$ cat src/sv/wmpd_pkg.sv
// Shared types, constants and codes for the winch motor drive.
// No dependencies; imported by every module of the block.
`default_nettype none

package wmpd_pkg;

	// Default parameter values.
	localparam int WMPD_COUNT_WIDTH = 32;
	localparam int WMPD_FRAC_BITS   = 8;

	// Fixed field and datapath widths.
	localparam int WORK_W     = 72;
	localparam int MAG_W      = 63;
	localparam int PROD_W     = 95;
	localparam int STATE_W    = 48;
	localparam int DESIRED_W  = 40;
	localparam int GAIN_W     = 20;
	localparam int SCALE_W    = 32;
	localparam int CODE_W     = 12;
	localparam int CFG_DATA_W = 32;
	localparam int CFG_IDX_W  = 3;
	localparam int Q30_SHIFT  = 30;
	localparam int SCALE_FRAC = 40;

	typedef logic signed [WORK_W-1:0] work_t;

	// Saturation limit of the saturating products (MUL_SAT) and of the saturated sums.
	localparam work_t WORK_LIM = work_t'(64'h3FFF_FFFF_FFFF_FFFF);

	// Biquad coefficients in Q30; the second feedback term is subtracted.
	localparam logic [SCALE_W-1:0] CB0 = 32'd42016;
	localparam logic [SCALE_W-1:0] CB1 = 32'd84031;
	localparam logic [SCALE_W-1:0] CB2 = 32'd42016;
	localparam logic [SCALE_W-1:0] CA1 = 32'd2128401927;
	localparam logic [SCALE_W-1:0] CA2 = 32'd1054828166;

	// Tick rate for differences, and the half rate of the speed estimate.
	localparam logic [SCALE_W-1:0] RATE_GAIN = 32'd1000;
	localparam int VEL_BASE = 500;

	// Register reset values.
	localparam logic [GAIN_W-1:0]  RST_PROP_GAIN   = 20'd150000;
	localparam logic [GAIN_W-1:0]  RST_INTEG_GAIN  = 20'd5;
	localparam logic [GAIN_W-1:0]  RST_DERIV_GAIN  = 20'd10000;
	localparam logic [SCALE_W-1:0] RST_DRIVE_SCALE = 32'd12588000;
	localparam logic [CODE_W-1:0]  RST_MID_CODE    = 12'd2048;
	localparam logic [CODE_W-1:0]  RST_MIN_CODE    = 12'd163;
	localparam logic [CODE_W-1:0]  RST_MAX_CODE    = 12'd3932;

	typedef enum logic [CFG_IDX_W-1:0] {
		REG_PROP_GAIN,
		REG_INTEG_GAIN,
		REG_DERIV_GAIN,
		REG_DRIVE_SCALE,
		REG_MID_CODE,
		REG_MIN_CODE,
		REG_MAX_CODE
	} cfg_reg_t;

	typedef enum logic [1:0] {
		MUL_SAT,
		MUL_Q30,
		MUL_SCALE
	} mul_op_t;

	typedef struct packed {
		logic [GAIN_W-1:0]  prop_gain;
		logic [GAIN_W-1:0]  integ_gain;
		logic [GAIN_W-1:0]  deriv_gain;
		logic [SCALE_W-1:0] drive_scale;
		logic [CODE_W-1:0]  mid_code;
		logic [CODE_W-1:0]  min_code;
		logic [CODE_W-1:0]  max_code;
	} cfg_t;

	typedef struct packed {
		logic               start;
		mul_op_t            op;
		work_t              a;
		logic [SCALE_W-1:0] b;
	} mul_req_t;

	typedef struct packed {
		logic  done;
		work_t result;
	} mul_rsp_t;

	typedef struct packed {
		logic [CODE_W-1:0]           dac_code;
		logic                        clamped_low;
		logic                        clamped_high;
		logic signed [DESIRED_W-1:0] filtered_velocity;
	} result_t;

endpackage

`default_nettype wire

$ cat src/sv/wmpd_core.sv
// Control sequencer and datapath registers of the drive: speed estimate, biquad,
// PID terms and DAC clamp, all products through wmpd_mul. Depends on wmpd_pkg.
`default_nettype none

module wmpd_core
	import wmpd_pkg::*;
#(
	parameter int COUNT_WIDTH = WMPD_COUNT_WIDTH,
	parameter int FRAC_BITS   = WMPD_FRAC_BITS
) (
	input  logic                          clk,
	input  logic                          arst_n,
	input  logic                          start,
	input  logic signed [COUNT_WIDTH-1:0] measured_count,
	input  logic signed [DESIRED_W-1:0]   desired_count,
	input  logic                          prime,
	input  cfg_t                          cfg,
	output logic                          idle,
	output logic                          res_valid,
	input  logic                          res_take,
	output result_t                       res,
	output mul_req_t                      mul_req,
	input  mul_rsp_t                      mul_rsp
);

	localparam logic [SCALE_W-1:0] VEL_GAIN = SCALE_W'(VEL_BASE << FRAC_BITS);

	typedef enum logic [3:0] {
		S_IDLE,
		S_PREP1,
		S_PREP2,
		S_ISSUE,
		S_WAIT,
		S_DIFF,
		S_ISUM,
		S_CLAMP,
		S_HOLD
	} state_t;

	typedef enum logic [3:0] {
		OP_V,
		OP_B0,
		OP_B1,
		OP_B2,
		OP_A1,
		OP_A2,
		OP_DV,
		OP_DA,
		OP_P,
		OP_D,
		OP_I,
		OP_SC
	} op_t;

	function automatic work_t sat_lim(input work_t x);
		if (x > WORK_LIM) return WORK_LIM;
		if (x < -WORK_LIM) return -WORK_LIM;
		return x;
	endfunction

	function automatic work_t sat_bits(input work_t x, input int unsigned bits);
		work_t hi;
		work_t lo;
		hi = (work_t'(1) <<< (bits - 1)) - work_t'(1);
		lo = -hi - work_t'(1);
		if (x > hi) return hi;
		if (x < lo) return lo;
		return x;
	endfunction

	state_t  state_q;
	op_t     op_q;
	result_t res_q;

	logic signed [COUNT_WIDTH-1:0] mc_q, pc1_q, pc2_q;
	logic signed [DESIRED_W-1:0]   dc_q, pdc_q;
	logic                          prime_q;
	logic signed [STATE_W-1:0]     pdv_q, integ_q, fi1_q, fi2_q, fo1_q, fo2_q;
	logic signed [STATE_W-1:0]     vraw_q, fo_q, dv_q, it_q;
	work_t m8_q, e_q, vpre_q, ddc_q, ddv_q, dfo_q, facc_q, acc_q, code_q;

	work_t r;
	work_t mcw;
	work_t lo_bound, hi_bound;
	logic  below, above;

	assign r        = mul_rsp.result;
	assign mcw      = work_t'(mc_q);
	assign lo_bound = work_t'({1'b0, cfg.min_code});
	assign hi_bound = work_t'({1'b0, cfg.max_code});
	assign below    = code_q < lo_bound;
	assign above    = code_q > hi_bound;

	// Operand selection for the shared multiplier.
	always_comb begin
		mul_req.start = (state_q == S_ISSUE);
		mul_req.op    = MUL_SAT;
		mul_req.a     = '0;
		mul_req.b     = '0;
		unique case (op_q)
			OP_V:  begin mul_req.a = vpre_q;           mul_req.b = VEL_GAIN;  end
			OP_B0: begin mul_req.a = work_t'(vraw_q);  mul_req.b = CB0;
				mul_req.op = MUL_Q30; end
			OP_B1: begin mul_req.a = work_t'(fi1_q);   mul_req.b = CB1;
				mul_req.op = MUL_Q30; end
			OP_B2: begin mul_req.a = work_t'(fi2_q);   mul_req.b = CB2;
				mul_req.op = MUL_Q30; end
			OP_A1: begin mul_req.a = work_t'(fo1_q);   mul_req.b = CA1;
				mul_req.op = MUL_Q30; end
			OP_A2: begin mul_req.a = work_t'(fo2_q);   mul_req.b = CA2;
				mul_req.op = MUL_Q30; end
			OP_DV: begin mul_req.a = ddc_q;            mul_req.b = RATE_GAIN; end
			OP_DA: begin mul_req.a = ddv_q;            mul_req.b = RATE_GAIN; end
			OP_P:  begin mul_req.a = e_q;  mul_req.b = SCALE_W'(cfg.prop_gain);  end
			OP_D:  begin mul_req.a = dfo_q; mul_req.b = SCALE_W'(cfg.deriv_gain); end
			OP_I:  begin mul_req.a = e_q;  mul_req.b = SCALE_W'(cfg.integ_gain); end
			OP_SC: begin mul_req.a = acc_q; mul_req.b = cfg.drive_scale;
				mul_req.op = MUL_SCALE; end
			default: begin mul_req.a = '0; end
		endcase
	end

	// Sequencer: prepare; unless prime, 12 products+writebacks, clamp; hand over.
	always_ff @(posedge clk or negedge arst_n) begin
		if (!arst_n) begin
			state_q <= S_IDLE;
			op_q    <= OP_V;
			res_q   <= '0;
		end else begin
			unique case (state_q)
				S_IDLE: begin
					if (start) begin
						state_q <= S_PREP1;
					end
				end
				S_PREP1: state_q <= S_PREP2;
				S_PREP2: begin
					if (prime_q) begin
						res_q.dac_code          <= cfg.mid_code;
						res_q.clamped_low       <= 1'b0;
						res_q.clamped_high      <= 1'b0;
						res_q.filtered_velocity <= '0;
						state_q                 <= S_HOLD;
					end else begin
						op_q    <= OP_V;
						state_q <= S_ISSUE;
					end
				end
				S_ISSUE: state_q <= S_WAIT;
				S_WAIT: begin
					if (mul_rsp.done) begin
						unique case (op_q)
							OP_DV: begin
								op_q    <= OP_DA;
								state_q <= S_DIFF;
							end
							OP_I: begin
								op_q    <= OP_SC;
								state_q <= S_ISUM;
							end
							OP_SC: state_q <= S_CLAMP;
							default: begin
								op_q    <= op_t'(op_q + 4'd1);
								state_q <= S_ISSUE;
							end
						endcase
					end
				end
				S_DIFF:  state_q <= S_ISSUE;
				S_ISUM:  state_q <= S_ISSUE;
				S_CLAMP: begin
					// Low bound is tested first, so crossed bounds favor the minimum.
					res_q.clamped_low  <= below;
					res_q.clamped_high <= !below && above;
					if (below) begin
						res_q.dac_code <= cfg.min_code;
					end else if (above) begin
						res_q.dac_code <= cfg.max_code;
					end else begin
						res_q.dac_code <= code_q[CODE_W-1:0];
					end
					res_q.filtered_velocity <=
						DESIRED_W'(sat_bits(work_t'(fo_q), DESIRED_W));
					state_q <= S_HOLD;
				end
				S_HOLD: begin
					if (res_take) begin
						state_q <= S_IDLE;
					end
				end
				default: state_q <= S_IDLE;
			endcase
		end
	end

	// Controller history, updated once per item.
	always_ff @(posedge clk or negedge arst_n) begin
		if (!arst_n) begin
			pc1_q   <= '0;
			pc2_q   <= '0;
			pdc_q   <= '0;
			pdv_q   <= '0;
			integ_q <= '0;
			fi1_q   <= '0;
			fi2_q   <= '0;
			fo1_q   <= '0;
			fo2_q   <= '0;
		end else if (state_q == S_PREP2 && prime_q) begin
			pc1_q <= mc_q;
			pc2_q <= mc_q;
			pdc_q <= DESIRED_W'(sat_bits(m8_q, DESIRED_W));
		end else if (state_q == S_CLAMP) begin
			pc2_q   <= pc1_q;
			pc1_q   <= mc_q;
			fi2_q   <= fi1_q;
			fi1_q   <= vraw_q;
			fo2_q   <= fo1_q;
			fo1_q   <= fo_q;
			pdc_q   <= dc_q;
			pdv_q   <= dv_q;
			integ_q <= it_q;
		end
	end

	// Request capture and working values.
	always_ff @(posedge clk) begin
		if (state_q == S_IDLE && start) begin
			mc_q    <= measured_count;
			dc_q    <= desired_count;
			prime_q <= prime;
		end
		if (state_q == S_PREP1) begin
			m8_q   <= sat_lim(mcw <<< FRAC_BITS);
			vpre_q <= (mcw <<< 1) + mcw - (work_t'(pc1_q) <<< 2) + work_t'(pc2_q);
			ddc_q  <= work_t'(dc_q) - work_t'(pdc_q);
		end
		if (state_q == S_PREP2) begin
			e_q <= sat_lim(work_t'(dc_q) - m8_q);
		end
		if (state_q == S_DIFF) begin
			ddv_q <= work_t'(dv_q) - work_t'(pdv_q);
			dfo_q <= work_t'(dv_q) - work_t'(fo_q);
		end
		if (state_q == S_ISUM) begin
			acc_q <= sat_lim(acc_q + work_t'(it_q));
		end
		if (state_q == S_WAIT && mul_rsp.done) begin
			case (op_q)
				OP_V:  vraw_q <= STATE_W'(sat_bits(r, STATE_W));
				OP_B0: facc_q <= r;
				OP_B1, OP_B2, OP_A1: facc_q <= facc_q + r;
				OP_A2: fo_q   <= STATE_W'(sat_bits(facc_q - r, STATE_W));
				OP_DV: dv_q   <= STATE_W'(sat_bits(r, STATE_W));
				OP_DA: acc_q  <= r;
				OP_P, OP_D: acc_q <= sat_lim(acc_q + r);
				OP_I:  it_q   <= STATE_W'(sat_bits(r + work_t'(integ_q), STATE_W));
				OP_SC: code_q <= work_t'({1'b0, cfg.mid_code}) + r;
				default: ;
			endcase
		end
	end

	assign idle      = (state_q == S_IDLE);
	assign res_valid = (state_q == S_HOLD);
	assign res       = res_q;

endmodule

`default_nettype wire

$ cat config.mk
export PLATFORM = sky130hd
export DESIGN_NAME = wmpd_core
export DESIGN_NICKNAME = d
export VERILOG_FILES = /design/src/sv/wmpd_pkg.sv /design/src/sv/wmpd_core.sv
export SDC_FILE = /design/constraint.sdc
export NUM_CORES = 2
export LEC_CHECK = 0
export BUFFER_PORTS_ARGS = -buffer_cell sky130_fd_sc_hd__buf_2
export CAP_MARGIN = 20
export CORE_MARGIN = 1.5
export CORE_UTILIZATION = 40
export DETAILED_ROUTE_END_ITERATION = 10
export GPL_ROUTABILITY_DRIVEN = 0
export PLACE_DENSITY = 0.7
export SETUP_SLACK_MARGIN = 0.5
export SYNTH_ARGS = -nofsm -noshare
export SYNTH_HDL_FRONTEND = slang
export SYNTH_SLANG_ARGS = --single-unit
$ cat constraint.sdc
create_clock -name clk -period 8.55 [get_ports clk]
set_input_delay 1.2825 -clock clk [delete_from_list [all_inputs] [get_ports clk]]
set_output_delay 1.2825 -clock clk [all_outputs]
set_load 0.005 [all_outputs]
==> impl_metrics.toml <==
[logic_synthesis]
yosysWarnings = 0
synth_edf_count = 688
syn-cell-area_sq_mm = 0.08576
synthCells = 9745
avgSynthCellArea_sq_um = 8.800
synth_seq_cells = 1214
syn-num-nets = 10700
synth.distinct_cells = 96
synth_flop_cell = "edfxtp_1"
synthArstFlopShare_pct = 37.40
synth_seq_area_share_pct = 39.02

[cells_and_area]
fillCellCount = 20140
drive_above_1_share_pct = 8.756
most-common-layout-cells = "1490 x nand2_1, 688 x edfxtp_1, 674 x o21ai_0"
nets = 10870
final_common_cell = "nand2_1"
area_delta_synth_final_pct = 11.36
final_cell_area_sq_mm = 0.09550

[drt]
vias = 79210
antenna_left = 0
drt_pre_antenna_iters = 10
drc = 0
via_per_inst = 6.160
routed_wirelength_microns = 312200
routedWlPerCell_microns = 24.28
drt_iter0_drc = 9379

[cts]
cts_setup_buffers = 0
cts_tree = "built"
clkLatencyLatePin_ps = 850
hold_buffers = 0
cts_buffers = 138
cts.sinks = 1214
htreeDepth = 4
cts-root-buf = "clkbuf_16"
clk_pin_slew_worst_paths_ps = 60
clockBufferDepth = 3

[sta]
worst_pin_slew_ps = 1191
rsz0062_at_grt = "false"
setup_slack_ps = 566.9
period_needed_ps = 7983
final_hold_viol_count = 0
relSlewSlack_pct = 18.52
finalClockSkew_ps = 51.23
period_share_pct = 93.37
timing.setup.tns_ps = 0
setup_violations = 0
max_clock_freq_mhz = 125.3
slew_viol_final = 0

[worst_setup_path]
cp_cell_sequence = "ha_1 -> nand3_1 -> nor3_1 -> nand3_1 -> a2111oi_1 -> o2111a_1 -> o21ai_0 -> o21ai_0 -> xor2_1 -> or4_1 -> nor4_1 -> nand4_1 -> o41ai_1 -> ha_1 -> nor2_1 -> a22oi_1 -> o21ai_0 -> a31oi_1 -> o21ai_0"
cp-start-kind = "flop"
timing.rr.end = "acc_q[33]"
crit_fanout = 14
reg2reg_slack_ps = 570
worstPathArrival_ps = 8710
crit_required_ps = 9280
path_common_cell = "o21ai_0"
cp_slowest_cell = "a2111oi_1"
worstReg2RegStart = "it_q[32]"
critical_path_class = "flop to flop"
reg2reg_depth = 19
worstSetupEndpointType = "flop"
cpPeakStageDelay_ps = 940

[floorplan]
die_y_microns = 466.0
die_w_microns = 466.0
initial_core_util_pct = 40.35
core_area_sq_mm = 0.2125
pin_count = 441
num_rows = 169
die_area_sq_mm = 0.2172

[power_and_ir_drop]
powerDensity_mw_per_mm2 = 372.5
ir_worst_vdd_uv = 345.5
p_leak_uw = 0.04091

[global_routing]
grt_usage_pct = 27.74
grt_pass1_wl_microns = 462600
grt_pass1_vias = 75230
grt_max_degree = 179
grt_antenna_before_repair = 28
grt-ovfl-total = 0

[flow_run]
drv_cap = 0

[outcome]
status = "complete, no violations"

[placed_design]
dp_hpwl_microns = 237000
io_buffers = 440
dpl_worst_slack_ps = 1163
postPlaceCellArea_sq_mm = 0.09053

[min_path]
hp-class = "input port to async pin"
metrics by stage:
step	instances	hold slack, ps	total power (uW)	util, %
2_1_floorplan	9745	441.7	22790	-
3_3_place_gp	12580	446.3	28180	42.60
3_5_place_dp	12590	454.6	28650	42.60
4_1_cts	12840	392.5	35240	44.89
5_1_grt	12850	428.8	37730	44.93
6_report	12860	375.7	35570	44.94
registers in the layout, summed over array words and instances, names as in the netlist, 49 cells and up:
name	count
e_q	72
acc_q	72
res	54
ddv_q	49
dfo_q	49
facc_q	72
code_q	72
synthesized netlist by cell type, types with 84 or more instances:
| cell | instances | area (sq um) |
|---|---|---|
| a21o_1 | 305 | 2290 |
| a21oi_1 | 662 | 3313 |
| a221oi_1 | 117 | 1025 |
| a22o_1 | 90 | 788.3 |
| a22oi_1 | 151 | 1134 |
| clkbuf_1 | 455 | 1708 |
| dfrtp_1 | 454 | 11360 |
| edfxtp_1 | 688 | 20660 |
| ha_1 | 607 | 7595 |
| inv_1 | 602 | 2260 |
| nand2_1 | 1490 | 5593 |
| nand3_1 | 224 | 1121 |
| nand4_1 | 173 | 1082 |
| nor2_1 | 665 | 2496 |
| nor3_1 | 158 | 790.8 |
| nor4_1 | 85 | 531.8 |
| o211ai_1 | 84 | 630.6 |
| o21a_1 | 93 | 698.2 |
| o21ai_0 | 676 | 3383 |
| o21bai_1 | 127 | 953.4 |
| xnor2_1 | 394 | 3451 |
| xor2_1 | 132 | 1156 |
critical path, delay by kind of cell (launching register included):
family	cells	cell delay, ps
AOI/OAI and AO/OA	9	3240
xor gates and xnor gates	1	300
DFF	1	470
and+or+nand+nor	7	2900
adders and majority gates	2	1000
per-layer routing:
metal	wire, microns	track usage, %
met1	120500	34.62
met2	135300	42.56
met3	30140	5.995
met4	26150	19.72
met5	67	0
power breakdown:
part | switching [uW] | total [uW] | internal [uW] | leakage, uW
clock network | 2700 | 6430 | 3730 | 0.00235
registers | 1520 | 10300 | 8810 | 0.0129
logic | 11900 | 18800 | 6960 | 0.0257
total | 16100 | 35600 | 19500 | 0.0409
kinds of logic after synthesis:
kind of cell	count (synthesis)	share of synthesized area, %
buffers and inverters	1118	4.961
other	2	0.008757
flip-flops	1214	39.02
AND/OR/NAND/NOR	3255	17.17
multiplexers	39	0.4785
adder cells (fa/ha/maj)	678	10.51
AO/OA/AOI/OAI	2913	22.48
XOR/XNOR	526	5.372
what timing repair did:
action,4_1_cts,5_1_grt
resized for setup,0,1
setup endpoints to repair,0,9
hold endpoints to repair,0,0
worst max-delay path by stage:
stage                end        start  slack, ps  cells past startpoint
2_1_floorplan    op_q[3]   state_q[0]       1170                      6
3_3_place_gp   acc_q[33]     it_q[32]       1250                     19
3_5_place_dp     fo_q[4]  mul_rsp[12]       1160                     16
4_1_cts        acc_q[33]     it_q[32]       1130                     19
5_1_grt        acc_q[33]     it_q[32]        540                     19
6_report       acc_q[33]     it_q[32]        570                     19
cell type report:
cell class / instances / area [sq um] / share of cell area [%]
diodes: 11 / 27.53 / 0.02882
clock buffers: 189 / 3902 / 4.086
clock inverters: 66 / 968.4 / 1.014
inverters: 605 / 2271 / 2.378
multi-input cells: 7413 / 48280 / 50.55
flip-flops and latches: 1214 / 33460 / 35.04
well taps: 2821 / 3530 / 3.696
repair buffers: 540 / 3058 / 3.202
Power figures use the tool's default switching activity.
